===== config.mk =====
export PLATFORM = sky130hd
export DESIGN_NAME = adsr_envelope_vca
export DESIGN_NICKNAME = d
export VERILOG_FILES = /design/src/hdl/adsr_pkg.sv /design/src/hdl/adsr_front.sv /design/src/hdl/adsr_queue.sv /design/src/hdl/adsr_div.sv /design/src/hdl/adsr_back.sv /design/src/hdl/adsr_envelope_vca.sv
export SDC_FILE = /design/constraint.sdc
export NUM_CORES = 2
export LEC_CHECK = 0
export BUFFER_PORTS_ARGS = -buffer_cell sky130_fd_sc_hd__buf_2
export CAP_MARGIN = 20
export CORE_ASPECT_RATIO = 1.25
export CORE_MARGIN = 5
export CORE_UTILIZATION = 55
export CTS_CLUSTER_DIAMETER = 80
export DETAILED_ROUTE_END_ITERATION = 8
export PLACE_DENSITY = 0.71
export SLEW_MARGIN = 20
export SYNTH_ARGS = -nofsm -noshare
export SYNTH_HDL_FRONTEND = slang
export SYNTH_SLANG_ARGS = --single-unit

===== constraint.sdc =====
create_clock -name clock -period 11.2 [get_ports clock]
set_input_delay 0.56 -clock clock [delete_from_list [all_inputs] [get_ports clock]]
set_output_delay 0.56 -clock clock [all_outputs]
set_load 0.01 [all_outputs]

===== src/hdl/adsr_pkg.sv =====
`timescale 1ns / 1ps
package adsr_pkg;

   localparam int NumChannelsDefault = 4;
   localparam logic [23:0] LevelOne = 24'h800000;
   localparam logic [11:0] KnobFull = 12'd4095;
   localparam logic [15:0] StepsFull = 16'd48000;
   localparam logic [23:0] KnobSquare = 24'd16769025;
   localparam int DivNumWidth = 48;
   localparam int DivDenWidth = 40;

   // Register indexes on the configuration port.
   localparam logic [2:0] CsrAttack = 3'd0;
   localparam logic [2:0] CsrDecay = 3'd1;
   localparam logic [2:0] CsrSustain = 3'd2;
   localparam logic [2:0] CsrRelease = 3'd3;
   localparam logic [2:0] CsrAmplitude = 3'd4;

   localparam logic OpGate = 1'b0;
   localparam logic OpAudio = 1'b1;

   typedef struct packed {
      logic [11:0] attack;
      logic [11:0] decay;
      logic [11:0] sustain;
      logic [11:0] release_k;
      logic [2:0]  amp_sel;
   } cfg_type;

   typedef struct packed {
      logic        opcode;
      logic [7:0]  header;
      logic [23:0] payload;
   } item_type;

   // Divisor of the envelope output for each amplitude select code.
   function automatic logic [5:0] amp_divisor(input logic [2:0] sel);
      logic [5:0] d;
      case (sel)
         3'd0: d = 6'd1;
         3'd1: d = 6'd2;
         3'd2: d = 6'd6;
         3'd3: d = 6'd16;
         default: d = 6'd32;
      endcase
      return d;
   endfunction

endpackage


===== src/hdl/adsr_front.sv =====
`timescale 1ns / 1ps
module adsr_front
   import adsr_pkg::*;
#(
   parameter int NUM_CHANNELS = NumChannelsDefault
) (
   input  logic        req_valid,
   input  logic        queue_full,
   input  logic        req_opcode,
   input  logic [7:0]  req_frame_header,
   input  logic [23:0] req_frame_payload,
   output logic        req_ready,
   output logic        push,
   output item_type    push_item
);

   logic hdr_ok;

   // A frame is kept only when its header nibble and channel are valid.
   always_comb begin
      hdr_ok = (req_frame_header[3:0] == 4'hF) &&
               ({1'b0, req_frame_header[6:4]} < 4'(NUM_CHANNELS));
      req_ready = !queue_full;
      push = req_valid && !queue_full && hdr_ok;
      push_item.opcode = req_opcode;
      push_item.header = req_frame_header;
      push_item.payload = req_frame_payload;
   end

endmodule


===== src/hdl/adsr_queue.sv =====
`timescale 1ns / 1ps
module adsr_queue
   import adsr_pkg::*;
(
   input  logic     clock,
   input  logic     reset,
   input  logic     push,
   input  item_type push_item,
   input  logic     pop,
   output logic     full,
   output logic     not_empty,
   output item_type head
);

   item_type slot_ff [2];
   logic     wr_ff, wr_in, rd_ff, rd_in;
   logic [1:0] count_ff, count_in;

   always_comb begin
      full = (count_ff == 2'd2);
      not_empty = (count_ff != 2'd0);
      head = slot_ff[rd_ff];
      wr_in = push ? !wr_ff : wr_ff;
      rd_in = pop ? !rd_ff : rd_ff;
      count_in = count_ff + 2'(push) - 2'(pop);
   end

   always_ff @(posedge clock) begin
      if (reset) begin
         wr_ff <= 1'b0;
         rd_ff <= 1'b0;
         count_ff <= 2'd0;
      end else begin
         wr_ff <= wr_in;
         rd_ff <= rd_in;
         count_ff <= count_in;
      end
      if (push) begin
         slot_ff[wr_ff] <= push_item;
      end
   end

endmodule


===== src/hdl/adsr_div.sv =====
`timescale 1ns / 1ps
module adsr_div
   import adsr_pkg::*;
(
   input  logic                   clock,
   input  logic                   reset,
   input  logic                   start,
   input  logic [DivNumWidth-1:0] num,
   input  logic [DivDenWidth-1:0] den,
   output logic                   done,
   output logic [DivNumWidth-1:0] quo
);

   logic [DivDenWidth-1:0] rem_ff, rem_in, den_ff;
   logic [DivNumWidth-1:0] quo_ff, quo_in;
   logic [5:0]             cnt_ff, cnt_in;
   logic                   done_ff, done_in;
   logic [DivDenWidth:0]   trial;

   // One quotient bit per cycle, restoring form.
   always_comb begin
      trial = {rem_ff, quo_ff[DivNumWidth-1]};
      rem_in = rem_ff;
      quo_in = quo_ff;
      cnt_in = cnt_ff;
      done_in = 1'b0;
      if (start) begin
         rem_in = '0;
         quo_in = num;
         cnt_in = 6'(DivNumWidth);
      end else if (cnt_ff != 6'd0) begin
         if (trial >= {1'b0, den_ff}) begin
            rem_in = DivDenWidth'(trial - {1'b0, den_ff});
            quo_in = {quo_ff[DivNumWidth-2:0], 1'b1};
         end else begin
            rem_in = trial[DivDenWidth-1:0];
            quo_in = {quo_ff[DivNumWidth-2:0], 1'b0};
         end
         cnt_in = cnt_ff - 6'd1;
         done_in = (cnt_ff == 6'd1);
      end
      done = done_ff;
      quo = quo_ff;
   end

   always_ff @(posedge clock) begin
      if (reset) begin
         cnt_ff <= 6'd0;
         done_ff <= 1'b0;
      end else begin
         cnt_ff <= cnt_in;
         done_ff <= done_in;
      end
      rem_ff <= rem_in;
      quo_ff <= quo_in;
      if (start) begin
         den_ff <= den;
      end
   end

endmodule


===== src/hdl/adsr_back.sv =====
`timescale 1ns / 1ps
module adsr_back
   import adsr_pkg::*;
#(
   parameter int NUM_CHANNELS = NumChannelsDefault
) (
   input  logic        clock,
   input  logic        reset,
   input  cfg_type     cfg,
   input  logic        item_valid,
   input  item_type    item,
   output logic        pop,
   output logic        rsp_valid,
   input  logic        rsp_ready,
   output logic [7:0]  rsp_out_header,
   output logic signed [23:0] rsp_shaped_sample,
   output logic [23:0] rsp_envelope_value
);

   localparam int CW = (NUM_CHANNELS > 1) ? $clog2(NUM_CHANNELS) : 1;
   localparam logic [31:0] ThirdMagic = 32'hAAAAAAAB;

   typedef enum logic [2:0] {
      PH_IDLE, PH_ATTACK, PH_DECAY, PH_SUSTAIN, PH_RELEASE
   } phase_type;

   typedef enum logic [3:0] {
      S_WAIT, S_SUS, S_STEP, S_STEPW, S_UPD, S_ENV, S_ENVW, S_OUT
   } state_type;

   state_type state_ff;
   logic [23:0] level_ff [NUM_CHANNELS];
   phase_type   phase_ff [NUM_CHANNELS];
   logic        gnow_ff [NUM_CHANNELS];
   logic        gbef_ff [NUM_CHANNELS];

   logic [CW-1:0] ch_ff;
   logic [7:0]    hdr_ff;
   logic [23:0]   pay_ff;
   logic          g_ff;
   phase_type     ph_ff;
   logic [23:0]   lvl_ff, sus_ff, env_ff;
   logic [23:0]   asq_ff;
   logic [24:0]   step_ff;
   logic [48:0]   prod_ff;
   logic [24:0]   env_num_ff;
   logic          rsp_valid_ff;
   logic [7:0]    out_hdr_ff;
   logic signed [23:0] out_smp_ff;
   logic [23:0]   out_env_ff;

   logic [CW-1:0] ch_sel;
   logic          div_start, div_done;
   logic [DivNumWidth-1:0] div_num, div_quo;
   logic [DivDenWidth-1:0] div_den;
   logic signed [26:0] lvl_s, step_s, sus_s, nl;
   phase_type     np;
   logic [24:0]   rel_step, mag;
   logic [47:0]   env_num;
   logic [24:0]   prod_hi;
   logic signed [23:0] smp;
   logic [23:0]   sus_y, sus_t, sus_calc;
   logic [55:0]   third_prod;
   logic [23:0]   env_q;

   adsr_div u_div (
      .clock(clock), .reset(reset), .start(div_start),
      .num(div_num), .den(div_den), .done(div_done), .quo(div_quo)
   );

   // Operand selection for the divider, which forms the phase step.
   always_comb begin
      ch_sel = item.header[4+CW-1:4];
      div_start = 1'b0;
      div_num = '0;
      div_den = 40'd1;
      env_num = ({lvl_ff, 24'd0} - 48'(lvl_ff)) >> 23;
      case (state_ff)
         S_STEP: begin
            div_start = (ph_ff == PH_ATTACK) || (ph_ff == PH_DECAY) ||
                        (ph_ff == PH_RELEASE);
            case (ph_ff)
               PH_ATTACK: begin
                  div_num = {1'b0, KnobSquare, 23'd0};
                  div_den = 40'(KnobSquare) + 40'(StepsFull * asq_ff);
               end
               PH_DECAY: begin
                  div_num = {13'd0, KnobFull - cfg.sustain, 23'd0};
                  div_den = 40'(KnobFull) + 40'(StepsFull * cfg.decay);
               end
               default: begin
                  div_num = 48'({lvl_ff, 12'd0} - 36'(lvl_ff));
                  div_den = 40'(KnobFull) + 40'(StepsFull * cfg.release_k);
               end
            endcase
         end
         default: begin
         end
      endcase
   end

   // Sustain level 2^23 * s / 4095 is y + y / 4095 with y = s * 2^11, and
   // y / 4095 is exactly (y + y / 4096 + 1) / 4096 for this range of y.
   always_comb begin
      sus_y = {1'b0, cfg.sustain, 11'd0};
      sus_t = (sus_y + {12'd0, sus_y[23:12]} + 24'd1) >> 12;
      sus_calc = sus_y + sus_t;
   end

   // Envelope output over the selected divisor; six is a halving followed
   // by a reciprocal multiplication for the division by three.
   always_comb begin
      third_prod = 56'(env_num_ff[24:1]) * 56'(ThirdMagic);
      case (cfg.amp_sel)
         3'd0: env_q = env_num_ff[23:0];
         3'd1: env_q = env_num_ff[24:1];
         3'd2: env_q = {1'b0, third_prod[55:33]};
         3'd3: env_q = {3'd0, env_num_ff[24:4]};
         default: env_q = {4'd0, env_num_ff[24:5]};
      endcase
   end

   // Envelope phase update.
   always_comb begin
      lvl_s = 27'(lvl_ff);
      step_s = 27'(step_ff);
      sus_s = 27'(sus_ff);
      rel_step = (step_ff == 25'd0) ? 25'd1 : step_ff;
      nl = lvl_s;
      np = ph_ff;
      case (ph_ff)
         PH_IDLE: begin
            if (g_ff) np = PH_ATTACK;
         end
         PH_ATTACK: begin
            nl = lvl_s + step_s;
            if (nl >= 27'(LevelOne)) begin
               nl = 27'(LevelOne);
               np = PH_DECAY;
            end
            if (!g_ff) np = PH_RELEASE;
         end
         PH_DECAY: begin
            nl = lvl_s - step_s;
            if (nl <= sus_s) begin
               nl = sus_s;
               np = PH_SUSTAIN;
            end
            if (!g_ff) np = PH_RELEASE;
         end
         PH_SUSTAIN: begin
            nl = sus_s;
            if (!g_ff) np = PH_RELEASE;
         end
         default: begin
            nl = lvl_s - 27'(rel_step);
            if (nl <= 27'sd0) begin
               nl = 27'sd0;
               np = PH_IDLE;
            end
            if (g_ff) np = PH_ATTACK;
         end
      endcase
      if (nl < 27'sd0) nl = 27'sd0;
      if (nl > 27'sh0FFFFFF) nl = 27'sh0FFFFFF;
      mag = pay_ff[23] ? (25'h1000000 - 25'(pay_ff)) : 25'(pay_ff);
      prod_hi = prod_ff[47:23];
      if (!pay_ff[23]) begin
         smp = (prod_hi > 25'd8388607) ? 24'sh7FFFFF : 24'(prod_hi);
      end else begin
         smp = (prod_hi > 25'd8388608) ? 24'sh800000 : 24'(25'd0 - prod_hi);
      end
      pop = (state_ff == S_WAIT) && item_valid;
      rsp_valid = rsp_valid_ff;
      rsp_out_header = out_hdr_ff;
      rsp_shaped_sample = out_smp_ff;
      rsp_envelope_value = out_env_ff;
   end

   // Sequencer for one transaction from the queue.
   always_ff @(posedge clock) begin
      if (reset) begin
         state_ff <= S_WAIT;
         rsp_valid_ff <= 1'b0;
         for (int i = 0; i < NUM_CHANNELS; i++) begin
            level_ff[i] <= '0;
            phase_ff[i] <= PH_IDLE;
            gnow_ff[i] <= 1'b0;
            gbef_ff[i] <= 1'b0;
         end
      end else begin
         if (state_ff == S_OUT && (!rsp_valid_ff || rsp_ready)) begin
            rsp_valid_ff <= 1'b1;
         end else if (rsp_ready) begin
            rsp_valid_ff <= 1'b0;
         end
         case (state_ff)
            S_WAIT: begin
               if (item_valid) begin
                  ch_ff <= ch_sel;
                  hdr_ff <= item.header;
                  pay_ff <= item.payload;
                  if (item.opcode == OpGate) begin
                     gnow_ff[ch_sel] <= (item.payload != 24'd0);
                  end else begin
                     g_ff <= gnow_ff[ch_sel];
                     gbef_ff[ch_sel] <= gnow_ff[ch_sel];
                     if (gnow_ff[ch_sel] && !gbef_ff[ch_sel]) begin
                        ph_ff <= PH_ATTACK;
                        lvl_ff <= '0;
                     end else begin
                        ph_ff <= phase_ff[ch_sel];
                        lvl_ff <= level_ff[ch_sel];
                     end
                     state_ff <= S_SUS;
                  end
               end
            end
            S_SUS: begin
               asq_ff <= cfg.attack * cfg.attack;
               sus_ff <= sus_calc;
               state_ff <= S_STEP;
            end
            S_STEP: begin
               step_ff <= '0;
               state_ff <= div_start ? S_STEPW : S_UPD;
            end
            S_STEPW: begin
               if (div_done) begin
                  step_ff <= div_quo[24:0];
                  state_ff <= S_UPD;
               end
            end
            S_UPD: begin
               lvl_ff <= nl[23:0];
               level_ff[ch_ff] <= nl[23:0];
               phase_ff[ch_ff] <= np;
               state_ff <= S_ENV;
            end
            S_ENV: begin
               prod_ff <= 49'(mag * lvl_ff);
               env_num_ff <= env_num[24:0];
               state_ff <= S_ENVW;
            end
            S_ENVW: begin
               env_ff <= env_q;
               state_ff <= S_OUT;
            end
            default: begin
               if (!rsp_valid_ff || rsp_ready) begin
                  out_hdr_ff <= hdr_ff;
                  out_smp_ff <= smp;
                  out_env_ff <= env_ff;
                  state_ff <= S_WAIT;
               end
            end
         endcase
      end
   end

endmodule


===== src/hdl/adsr_envelope_vca.sv =====
`timescale 1ns / 1ps
// Four-channel ADSR envelope generator with a built-in VCA.
// Frames enter on the req_ channel (valid/ready); frames with a bad header
// or channel are dropped at the input. Gate frames update the channel gate
// and give no result. Each audio frame gives one transaction on the rsp_
// channel: the shaped sample and the scaled envelope level.
// A two-entry queue parts the input classifier from the envelope sequencer,
// so frames are taken while the sequencer works or the output stalls.
// An audio frame in the attack, decay or release phase waits on the radix-2
// divider that forms the phase step (48 quotient bits); in the idle or sustain
// phase no step is divided. A gate frame is handled in the sequencer's wait
// state. The sequencer works on one audio frame at a time.
// The result stays in an output register until rsp_ready takes it; the
// sequencer waits for that register before loading the next result, and
// the queue then fills and lowers req_ready.
// Reset (synchronous) clears all levels to zero, phases to idle, gates
// off, configuration registers to zero, and empties the queue.
// Configuration is written through csr_ with no wait.
module adsr_envelope_vca
   import adsr_pkg::*;
#(
   parameter int NUM_CHANNELS = NumChannelsDefault
) (
   input  logic        clock,
   input  logic        reset,
   input  logic        req_valid,
   output logic        req_ready,
   input  logic        req_opcode,
   input  logic [7:0]  req_frame_header,
   input  logic [23:0] req_frame_payload,
   output logic        rsp_valid,
   input  logic        rsp_ready,
   output logic [7:0]  rsp_out_header,
   output logic signed [23:0] rsp_shaped_sample,
   output logic [23:0] rsp_envelope_value,
   input  logic        csr_write_enable,
   input  logic [2:0]  csr_index,
   input  logic [11:0] csr_write_data
);

   cfg_type  cfg_ff;
   logic     push, pop, q_full, q_valid;
   item_type push_item, head;

   // Configuration registers.
   always_ff @(posedge clock) begin
      if (reset) begin
         cfg_ff <= '0;
      end else if (csr_write_enable) begin
         case (csr_index)
            CsrAttack:    cfg_ff.attack <= csr_write_data;
            CsrDecay:     cfg_ff.decay <= csr_write_data;
            CsrSustain:   cfg_ff.sustain <= csr_write_data;
            CsrRelease:   cfg_ff.release_k <= csr_write_data;
            CsrAmplitude: cfg_ff.amp_sel <= csr_write_data[2:0];
            default: begin
            end
         endcase
      end
   end

   adsr_front #(.NUM_CHANNELS(NUM_CHANNELS)) u_front (
      .req_valid(req_valid), .queue_full(q_full), .req_opcode(req_opcode),
      .req_frame_header(req_frame_header), .req_frame_payload(req_frame_payload),
      .req_ready(req_ready), .push(push), .push_item(push_item)
   );

   adsr_queue u_queue (
      .clock(clock), .reset(reset), .push(push), .push_item(push_item),
      .pop(pop), .full(q_full), .not_empty(q_valid), .head(head)
   );

   adsr_back #(.NUM_CHANNELS(NUM_CHANNELS)) u_back (
      .clock(clock), .reset(reset), .cfg(cfg_ff), .item_valid(q_valid),
      .item(head), .pop(pop), .rsp_valid(rsp_valid), .rsp_ready(rsp_ready),
      .rsp_out_header(rsp_out_header), .rsp_shaped_sample(rsp_shaped_sample),
      .rsp_envelope_value(rsp_envelope_value)
   );

endmodule


# == After elaboration in Yosys (flattened, before gate mapping) ==
# Memories as Yosys holds them, arrays and structs flattened. A register that Yosys moved wholly into a read port is not among the register bits.
# Index checks and enable logic that the tools add are counted.
# classes
addsub,18
multipliers,6
order_cmp,9
n_eq_ne,24
muxes,76
n_bitwise,3
reduce_logical,48
# op_table
cell,n
two-way mux 24 bit,8
two-way mux 48 bit,3
two-way mux 27 bit,4
one-hot mux 27 bit (4 select lines),1
one-hot mux 24 bit (4 select lines),1
one-hot mux 48 bit (2 select lines),1
one-hot mux 40 bit (2 select lines),1
two-way mux 25 bit,3
"adder 12 x 28 -> 29 bit, first input constant",2
"multiplier 24 x 32 -> 56 bit, second input constant",1
subtractor 24 x 25 -> 26 bit,2
one-hot mux 25 bit (2 select lines),1
multiplier 25 x 24 -> 48 bit,1
one-hot mux 24 bit (2 select lines),1
subtractor 48 x 24 -> 48 bit,1
"multiplier 9 x 12 -> 21 bit, first input constant",2
greater-or-equal comparator 41 x 40 -> 1 bit,1
"adder 24 x 40 -> 40 bit, first input constant",1
two-way mux 40 bit,1
subtractor 40 bit,1
subtractor 36 x 24 -> 37 bit,1
"multiplier 9 x 24 -> 33 bit, first input constant",1
two-way mux 3 bit,10
two-way mux 1 bit,29
54 further kinds,106
# totals
register_bits,480
mem_bits_rw,182
out_inout_bits,58
elab_cells,219
mem_count,5
# mem_list
memory,words,word_bits,rd,rd_ports_with_merged_regs,wr,line,source
u_back.level_ff,4,24,1,0,4,adsr_back.sv:32,logic [23:0] level_ff [NUM_CHANNELS];
u_queue.slot_ff,2,33,1,1,1,adsr_queue.sv:15,item_type slot_ff [2];
u_back.phase_ff,4,3,1,1,4,adsr_back.sv:33,phase_type phase_ff [NUM_CHANNELS];
u_back.gbef_ff,4,1,1,0,4,adsr_back.sv:35,logic gbef_ff [NUM_CHANNELS];
u_back.gnow_ff,4,1,1,0,4,adsr_back.sv:34,logic gnow_ff [NUM_CHANNELS];

# == Longest topological paths before layout ==
# logic_depth
depth_word,11
depth_mapped,34

# == Cells and area by module ==
# A second synthesis with hierarchy kept.
# hier_totals
hier_cells,7779
area_unflattened_um2,76631.0
# modules_own_cells
module,n_inst,cells_each,area_each_um2
adsr_back,1,6655,63789.9
adsr_div,1,781,7770.0
adsr_queue,1,124,2756.4
adsr_envelope_vca,1,182,2040.7
adsr_front,1,37,274.0

# == Worst setup path before layout ==
# No wires, ideal clock.
# synth_path
path_type,reg2reg
from,register u_back.pay_ff[3]
to,"register u_back.prod_ff[47], data pin"
setup_time_ps,260
arrival_time_ps,9075
t_required_ps,10940
path_slack_ps,1865
stages_incl_launch_ff,34
path_buffers,1
period_less_slack_ps,9335
path_cell_list,edfxtp_1 -> nor3_1 -> nand2_1 -> nor4_1 -> nand2_1 -> or3_1 -> or4_1 -> or3_1 -> nor4_1 -> clkbuf_1 -> and2_1 -> fa_1 -> inv_1 -> fa_1 -> fa_1 -> fa_1 -> inv_1 -> fa_1 -> fa_1 -> inv_1 -> fa_1 -> inv_1 -> ha_1 -> a21o_1 -> a21o_1 -> a21oi_1 -> o21ai_0 -> o2111ai_1 -> o211ai_1 -> a221o_1 -> a221o_1 -> a31o_2 -> a31oi_1 -> xnor2_1
# synth_between
elab_chain_len,3
# synth_lines
element,line,source
"start, declared",adsr_back.sv:39,logic [23:0] pay_ff;
"start signal, assigned",adsr_back.sv:202,pay_ff <= item.payload;
subtractor 25 x 24 -> 25 bit,adsr_back.sv:166,mag = pay_ff[23] ? (25'h1000000 - 25'(pay_ff)) : 25'(pay_ff);
two-way mux 25 bit (*),adsr_back.sv:166,
multiplier 25 x 24 -> 48 bit (*),adsr_back.sv:241,prod_ff <= 49'(mag * lvl_ff);
"end signal, assigned",adsr_back.sv:241,
"end, declared",adsr_back.sv:45,logic [48:0] prod_ff;
# Mark *: on every way between the ends. The rest lies on a longest branch, timed or not.
# A chain may end at the register's enable or synchronous reset.

# == Worst setup path after layout ==
# Same ends and word-level chain as after synthesis.

==> reports/qor.csv <==
stage,metric,value,unit
status,status,completed,
critical_path,crit_top_cell,fa_1,
clocking,clk_pin_slew,0.06,ns
critical_path,cp.required,11.61,ns
detailed_routing,wl_per_cell,21.5,um
yosys,synthTopCellsByArea,"fa_1 25%, edfxtp_1 21%, ha_1 13%",
finish,drive_above_1_share,6.72,%
clocking,clock_path_buffers,3,
clocking,post_cts_buffers,0,
clocking,clock_latency,0.68,ns
yosys,yosys.area.top_type,fa_1,
critical_path,cp_num_buf_inv,4,
floorplan,start_util,55.2,%
yosys,avgSynthCellArea,9.75,um2
sta,hold_viol,0,
yosys,ys_types,100,
yosys,syn-cell-area,75800,um2
yosys,yosysWarningCount,0,
yosys,ys.flop_type,edfxtp_1,
sta,max_freq,94.8,MHz
critical_path,cp-end-kind,flip-flop,
clocking,htree_levels,3,
floorplan,core_area,137000,um2
yosys,synthTopCellsByCount,"1,342 x inv_1, 962 x fa_1, 785 x ha_1",
critical_path,worstSetupStartpointType,flip-flop,
sta,tightest_slew,1.17,ns
yosys,synth-edff-count,526,
global_routing,met1_usage,33.5,%
critical_path,cp_max_fo,16,
clocking,cts_tree,built,
detailed_routing,drcViolationCount,0,
critical_path,critPathTopFamily,adder cells,
sta,fin_tns_setup,0,ns
place,dp_cells,9560,
yosys,syn_inst,7767,
finish,fillers,11500,
detailed_routing,drtIter0Drc,3928,
global_routing,top_usage_layer,met2,
yosys,synth.most_common_cell,inv_1,
detailed_routing,num_vias,57000,
global_routing,antenna_found_initial,3,
sta,hold_ws,0.0814,ns
floorplan,dieArea,145000,um2
floorplan,die_w,342,um
floorplan,die_h,425,um
sta,setup_viol,0,
run,max-cap-violations,0,
clocking,cts_root_buffer,clkbuf_16,
critical_path,critPathMaxStageDelay,0.55,ns
global_routing,grt_overflow,0,
critical_path,arrival,10.96,ns
sta,fin_crit_sh,94.2,%
yosys,synth_seq_area_share,23.7,%
place,gp_congestion,0.989,
hold_path,min_path_type,in -> reg,
global_routing,grt_usage,28.8,%
floorplan,ios,111,
sta,rsz0062_at_grt,false,
yosys,async_reset_ff_share,0,%
finish,nNetsFinal,9586,
global_routing,grt_max_degree,79,
yosys,synth-seq-cells,633,
finish,fin_cells,9689,
sta,fin_crit,10.55,ns
finish,fin_util,59.1,%
critical_path,cp_slowest_cell,fa_1,
detailed_routing,postRouteAntennaNets,0,
detailed_routing,drt_first_pass_iters,8,
finish,area_growth,6.92,%
global_routing,grt_use_met3,4.78,%
critical_path,path_class,reg -> reg,
sta,drv_slew,0,
detailed_routing,viasPerCell,5.88,
clocking,cts_sinks,633,
global_routing,grt_pass1_wl,329000,um
detailed_routing,drt-total-wl,208000,um
yosys,synth.top_cell.area_share,25.4,%
place,hpwl,165000,um
critical_path,r2r_setup_slack,0.65,ns
global_routing,first_global_vias,60300,
global_routing,grtUsageMet2,50.8,%
floorplan,floorplan.rows,152,
sta,slew_headroom,21.4,%
clocking,cts_buffers,70,
place,port_buffers,110,
sta,fin_skew,0.0414,ns
-- final cells by class --
class	count	area [um2]	area share, %
clock inverter	36	313	0.386
clock buffer	89	1950	2.40
sequential	633	17900	22.2
timing repair buffer	218	1390	1.72
tap	1848	2310	2.85
inverter	1354	5080	6.27
multi-input combinational	5509	52000	64.2
antenna	2	5.00	0.00618
-- per-layer routing --
metal	vias up	part of all wire [%]
met3	719	6.6
met4	2	6.8
li1	25700	-
met1	28500	37
met5	-	0.0034
met2	2096	50
-- per-stage QoR --
step	cell area, um2	worst slack (ns)
6_report	81000	0.647
5_1_grt	81000	0.0811
3_3_place_gp	78600	0.567
4_1_cts	80900	0.494
3_5_place_dp	78700	0.560
2_1_floorplan	75800	1.87
-- worst register-to-register path: cells and delay by family, from the launching register on --
family | cells | cell delay (ns)
adders and majority gates | 8 | 3.86
AOI/OAI and AO/OA | 10 | 2.88
and+or+nand+nor | 8 | 2.44
DFF | 1 | 0.49
xor gates and xnor gates | 2 | 0.42
buffers and inverters | 4 | 0.21
-- logic make-up (layout without fill, tap and decap cells) --
group | count (synthesis) | after routing | synth area share, %
buffers and inverters | 1649 | 1697 | 8.19
AOI/OAI and AO/OA | 1209 | 1209 | 10.5
and+or+nand+nor | 2086 | 2086 | 13.3
other | 2 | 28 | 0.00991
adders and majority gates | 1747 | 1747 | 38.4
muxes | 131 | 131 | 2.33
DFF | 633 | 633 | 23.7
xor gates and xnor gates | 310 | 310 | 3.58
-- repair_timing --
action,4_1_cts,5_1_grt
endpoints found under the setup margin,0,2
gates resized for setup,0,5
hold buffers,0,0
-- registers in the layout (all words and copies together), names as in the netlist, 25 cells and up, named ones only --
name	cells
u_back.u_div.quo	48
cfg_ff	51
u_back.env_num_ff	25
u_back.prod_ff	25
u_back.u_div.den_ff	34
u_back.step_ff	25
u_back.u_div.rem_ff	40
u_queue.slot_ff	66
u_back.level_ff	96
-- layout by cell type, fill, tap and decap left out, types with 34 or more instances in the layout --
master     instances
ha_1             785
o21a_1            54
mux2_2            51
nor3_1           123
buf_4            106
and3_1            34
clkbuf_16         72
nand2b_1          57
a31oi_1           42
nor2_1           438
dfxtp_1          104
o21ai_0          247
nand3_1           94
or3_1             40
edfxtp_1         526
xor2_1           112
a21o_1           106
nand4_1           42
fa_1             962
nor2b_1           62
xnor2_1          181
nor4_1            44
nand2_1          700
buf_2            109
mux2i_1           48
a21oi_1          354
and2_1           340
inv_1           1339
a211oi_1          59
-- worst paths after layout --
| path | from | end | cells after the start |
|---|---|---|---|
| min | req_frame_payload[10] | u_queue.slot_ff[0][10] | 1 |
| max reg2reg | u_back.pay_ff[3] | u_back.prod_ff[47] | 32 |
| max | u_back.pay_ff[3] | u_back.prod_ff[47] | 32 |
| min reg2reg | u_back.env_ff[0] | u_back.rsp_envelope_value[0] | 0 |
Power is left out: the tool's default activity adds up to more than one toggle a clock period on the data nets, which glitch-free logic cannot reach.
